[src/rtl/vcc_pkg.sv]
// Package: shared types, register map and reset values for the velocity command conditioner.
package vcc_pkg;

    localparam int unsigned DATA_W  = 16;
    localparam int unsigned FILT_W  = 32;
    localparam int unsigned ALPHA_W = 16;
    localparam int unsigned DZ_W    = 15;
    localparam int unsigned ADDR_W  = 5;
    localparam int unsigned PDATA_W = 32;

    typedef enum logic [2:0] {
        REG_DEAD_ZONE    = 3'd0,
        REG_MAX_X        = 3'd1,
        REG_MIN_X        = 3'd2,
        REG_MAX_Y        = 3'd3,
        REG_MIN_Y        = 3'd4,
        REG_MAX_YAW      = 3'd5,
        REG_MIN_YAW      = 3'd6,
        REG_ALPHA_PLANAR = 3'd7
    } t_reg_idx;

    typedef logic signed [DATA_W-1:0] t_q4_12;
    typedef logic signed [FILT_W-1:0] t_q4_28;

    typedef struct packed {
        t_q4_12 hi;
        t_q4_12 lo;
    } t_limits;

    localparam logic [DZ_W-1:0]    DEAD_ZONE_RST    = 15'd205;
    localparam t_q4_12             MAX_X_RST        = 16'sd4096;
    localparam t_q4_12             MIN_X_RST        = -16'sd2048;
    localparam t_q4_12             MAX_Y_RST        = 16'sd1638;
    localparam t_q4_12             MIN_Y_RST        = -16'sd1638;
    localparam t_q4_12             MAX_YAW_RST      = 16'sd2458;
    localparam t_q4_12             MIN_YAW_RST      = -16'sd2458;
    localparam logic [ALPHA_W-1:0] ALPHA_PLANAR_RST = 16'd1966;

endpackage

[src/rtl/vcc_axis.sv]
// One axis: dead zone and clamp of a command word, and one low-pass filter update.
module vcc_axis
    import vcc_pkg::*;
(
    input  t_q4_12               i_vel,
    input  logic [DATA_W-1:0]    i_thresh,
    input  t_limits              i_lim,
    input  logic [ALPHA_W-1:0]   i_alpha,
    input  t_q4_12               i_held,
    input  t_q4_28               i_filt,
    output t_q4_12               o_held,
    output t_q4_28               o_filt
);

    logic signed [DATA_W:0]            vel_ext;
    logic        [DATA_W:0]            mag;
    t_q4_12                            dz_val;
    t_q4_12                            hi_val;
    logic signed [DATA_W+ALPHA_W:0]    gain;
    logic        [ALPHA_W:0]           keep_w;
    logic signed [FILT_W+ALPHA_W+1:0]  prod;
    logic signed [FILT_W+1:0]          keep;
    logic signed [FILT_W+1:0]          sum;

    assign vel_ext = {i_vel[DATA_W-1], i_vel};
    assign mag     = vel_ext[DATA_W] ? (DATA_W+1)'(0) - vel_ext : vel_ext;
    assign dz_val  = (mag < {1'b0, i_thresh}) ? '0 : i_vel;
    assign hi_val  = (dz_val > i_lim.hi) ? i_lim.hi : dz_val;
    assign o_held  = (hi_val < i_lim.lo) ? i_lim.lo : hi_val;

    assign gain   = i_held * $signed({1'b0, i_alpha});
    assign keep_w = {1'b1, {ALPHA_W{1'b0}}} - {1'b0, i_alpha};
    assign prod   = i_filt * $signed({1'b0, keep_w});
    assign keep   = prod[FILT_W+ALPHA_W+1:ALPHA_W];
    assign sum    = keep + {gain[DATA_W+ALPHA_W], gain};
    assign o_filt = sum[FILT_W-1:0];

endmodule

[config.mk]
export PLATFORM = sky130hd
export DESIGN_NAME = vcc_axis
export DESIGN_NICKNAME = d
export VERILOG_FILES = /design/src/rtl/vcc_pkg.sv /design/src/rtl/vcc_axis.sv
export SDC_FILE = /design/constraint.sdc
export NUM_CORES = 2
export LEC_CHECK = 0
export ABC_CLOCK_PERIOD_IN_PS = 19650
export BUFFER_PORTS_ARGS = -buffer_cell sky130_fd_sc_hd__buf_2
export CAP_MARGIN = 40
export CORE_ASPECT_RATIO = 1.5
export CORE_MARGIN = 2
export CORE_UTILIZATION = 38
export DETAILED_ROUTE_END_ITERATION = 6
export PLACE_DENSITY = 0.56
export REMOVE_ABC_BUFFERS = 1
export SETUP_SLACK_MARGIN = 0.2
export SYNTH_ARGS = -nofsm -noshare
export SYNTH_HDL_FRONTEND = slang
export SYNTH_SLANG_ARGS = --single-unit
[constraint.sdc]
create_clock -name vclk -period 19.65
set_clock_uncertainty 0.2 [all_clocks]
set_input_delay 2.9475 -clock vclk [all_inputs]
set_output_delay 2.9475 -clock vclk [all_outputs]
set_load 0.01 [all_outputs]
==> results.json <==
{
  "drv_cap": 0,
  "nets": 4530,
  "finalSetupTns_ns": 0,
  "max_freq_mhz": 53.31,
  "rsz0062_at_grt": "no",
  "ios": 176,
  "startpoint_type": "primary input",
  "cp_data_arrival_time_ns": 15.61,
  "ys_types": 66,
  "port_buffers": 176,
  "cts_hold_repair.buffers": 0,
  "ys_warn_count": 0,
  "postCtsSetupRepairBufs": 0,
  "synth_cells": 3320,
  "grt-ovfl-total": 0,
  "hold_path_class": "primary input to primary output",
  "critPathMaxStageDelay_ns": 0.64,
  "setup_viol": 0,
  "critical_path_required_ns": 16.50,
  "crit_family": "adder cells",
  "syn_to_final_growth_pct": 7.096,
  "worst_hold_slack_ns": 6.024,
  "seq_area_frac_synth_pct": 0,
  "seq_cells": 0,
  "routed_wl_mm": 79.68,
  "via_per_inst": 4.911,
  "max-slew-margin-rel_pct": 44.25,
  "rows": 124,
  "cp_max_fo": 18,
  "design.die.area_mm2": 0.07935,
  "via_count": 21630,
  "worst-path-buf-inv": 9,
  "start_util_pct": 38.37,
  "grt_use_total_pct": 21.18,
  "drive_above_1_share_pct": 8.245,
  "avgSynthCellArea_um2": 8.821,
  "n_clock_buffer": 0,
  "finalHoldViolCount": 0,
  "ant_nets": 0,
  "crit_top_cell": "fa_1",
  "grt_max_degree": 48,
  "seqCellArea_um2": 0,
  "die_w_um": 230.7,
  "wire_per_inst_um": 18.09,
  "drt_iter0_markers": 776,
  "gp_congestion": 0.8473,
  "post_cts_resized": 0,
  "dp_hpwl_mm": 66.99,
  "post-route-util_pct": 41.09,
  "cp_slowest_cell": "or4_1",
  "cp-end-kind": "primary output",
  "drc": 0,
  "diodes": 0,
  "fin_crit_sh_pct": 95.46,
  "status": "complete, no violations",
  "grt_pass1_wl_mm": 130.9,
  "core_region_area_mm2": 0.07633,
  "min_period_ns": 18.76,
  "syn_area_mm2": 0.02929,
  "dr.pass1.iters": 5,
  "setup.worst_path.class": "primary input to primary output",
  "tightest_slew_ns": 0.8335,
  "first_global_vias": 24690,
  "antenna_found_initial": 1,
  "timing.final.max_slew_violations": 0,
  "die_y_um": 344
}
==> metal layers <==
layer  wire, um  share of wire [%]  GRT usage, %  up-vias
met3       1942                2.4        0.6862      153
met5          0                  0             0        -
met1      28030                 35         22.46    11220
met2      45940                 58         43.59      483
met4       3763                4.7         8.038        0
li1           -                  -             -     9773
==> stage by stage <==
step / area (um^2) / setup WS [ns] / std cells
finish: 31360 / 0.8918 / 4404
global placement: 31310 / 0.5874 / 4403
floorplan: 28760 / 1.812 / 3184
detailed placement: 31320 / 0.4244 / 4404
global route: 31360 / 0.1624 / 4404
CTS: 31320 / 0.3981 / 4404
==> cells by family (layout without fill, tap and decap cells) <==
| family | after synthesis | in the layout | share of synthesized area, % |
|---|---|---|---|
| and+or+nand+nor | 990 | 990 | 16.61 |
| adders and majority gates | 1004 | 1004 | 61.66 |
| xor gates and xnor gates | 103 | 103 | 3.080 |
| AOI/OAI and AO/OA | 176 | 176 | 4.243 |
| muxes | 32 | 32 | 1.359 |
| buffers and inverters | 1015 | 1091 | 13.05 |
==> area by class of cell <==
cell class                 count  area, um^2
multi-input combinational   2305       25630
fill                        7868       44970
inverter                     879        3299
tap                         1008        1261
timing repair buffer         212        1170
==> Yosys cell counts, types with 2 or more instances <==
| cell | number | share of area [%] |
|---|---|---|
| nand2b_1 | 24 | 0.51 |
| a221oi_1 | 3 | 0.090 |
| nor2_1 | 55 | 0.70 |
| mux2_4 | 10 | 0.51 |
| a211oi_2 | 2 | 0.085 |
| nand3_1 | 11 | 0.19 |
| o41ai_1 | 3 | 0.090 |
| ha_1 | 272 | 12 |
| o21a_1 | 15 | 0.38 |
| and3_1 | 20 | 0.43 |
| xnor2_1 | 78 | 2.3 |
| nor4_1 | 5 | 0.11 |
| or3_1 | 4 | 0.085 |
| and2_1 | 347 | 7.4 |
| o2111ai_1 | 3 | 0.090 |
| o31ai_2 | 2 | 0.085 |
| fa_1 | 732 | 50 |
| nand2_1 | 482 | 6.2 |
| nor3_2 | 2 | 0.068 |
| a31oi_1 | 5 | 0.11 |
| o21ai_0 | 28 | 0.48 |
| buf_1 | 3 | 0.038 |
| a21oi_1 | 48 | 0.82 |
| a221oi_2 | 2 | 0.10 |
| o22ai_1 | 2 | 0.043 |
| nor2b_1 | 7 | 0.15 |
| o211ai_1 | 2 | 0.051 |
| a211oi_1 | 4 | 0.10 |
| a21o_1 | 30 | 0.77 |
| and4_1 | 7 | 0.21 |
| nand4_1 | 8 | 0.17 |
| clkbuf_1 | 131 | 1.7 |
| o31ai_1 | 6 | 0.15 |
| nor3_1 | 11 | 0.19 |
| mux2_2 | 22 | 0.85 |
| xor2_1 | 25 | 0.75 |
| inv_1 | 879 | 11 |
| o21ai_1 | 2 | 0.034 |
==> final timing paths <==
path / from / end / slack (ns) / cells after the start
worst max-delay path: i_alpha[6] / o_filt[31] / 0.89 / 46
worst min-delay path: i_lim[3] / o_held[3] / 6.02 / 3
==> layout by cell type, fill, tap and decap left out, drive strengths merged, types with 3 or more instances in the layout <==
cell type,instances
a211oi,6
a21o,30
a21oi,48
a221oi,5
a31oi,5
and2,347
and3,20
and4,7
buf,212
fa,732
ha,272
inv,879
mux2,32
nand2,482
nand2b,24
nand3,11
nand4,8
nor2,56
nor2b,7
nor3,13
nor4,5
o2111ai,3
o211ai,3
o21a,15
o21ai,30
o31ai,8
o41ai,4
or3,4
xnor2,78
xor2,25
Power is left out: the tool's default activity adds up to more than one toggle a clock period on the data nets, which glitch-free logic cannot reach.
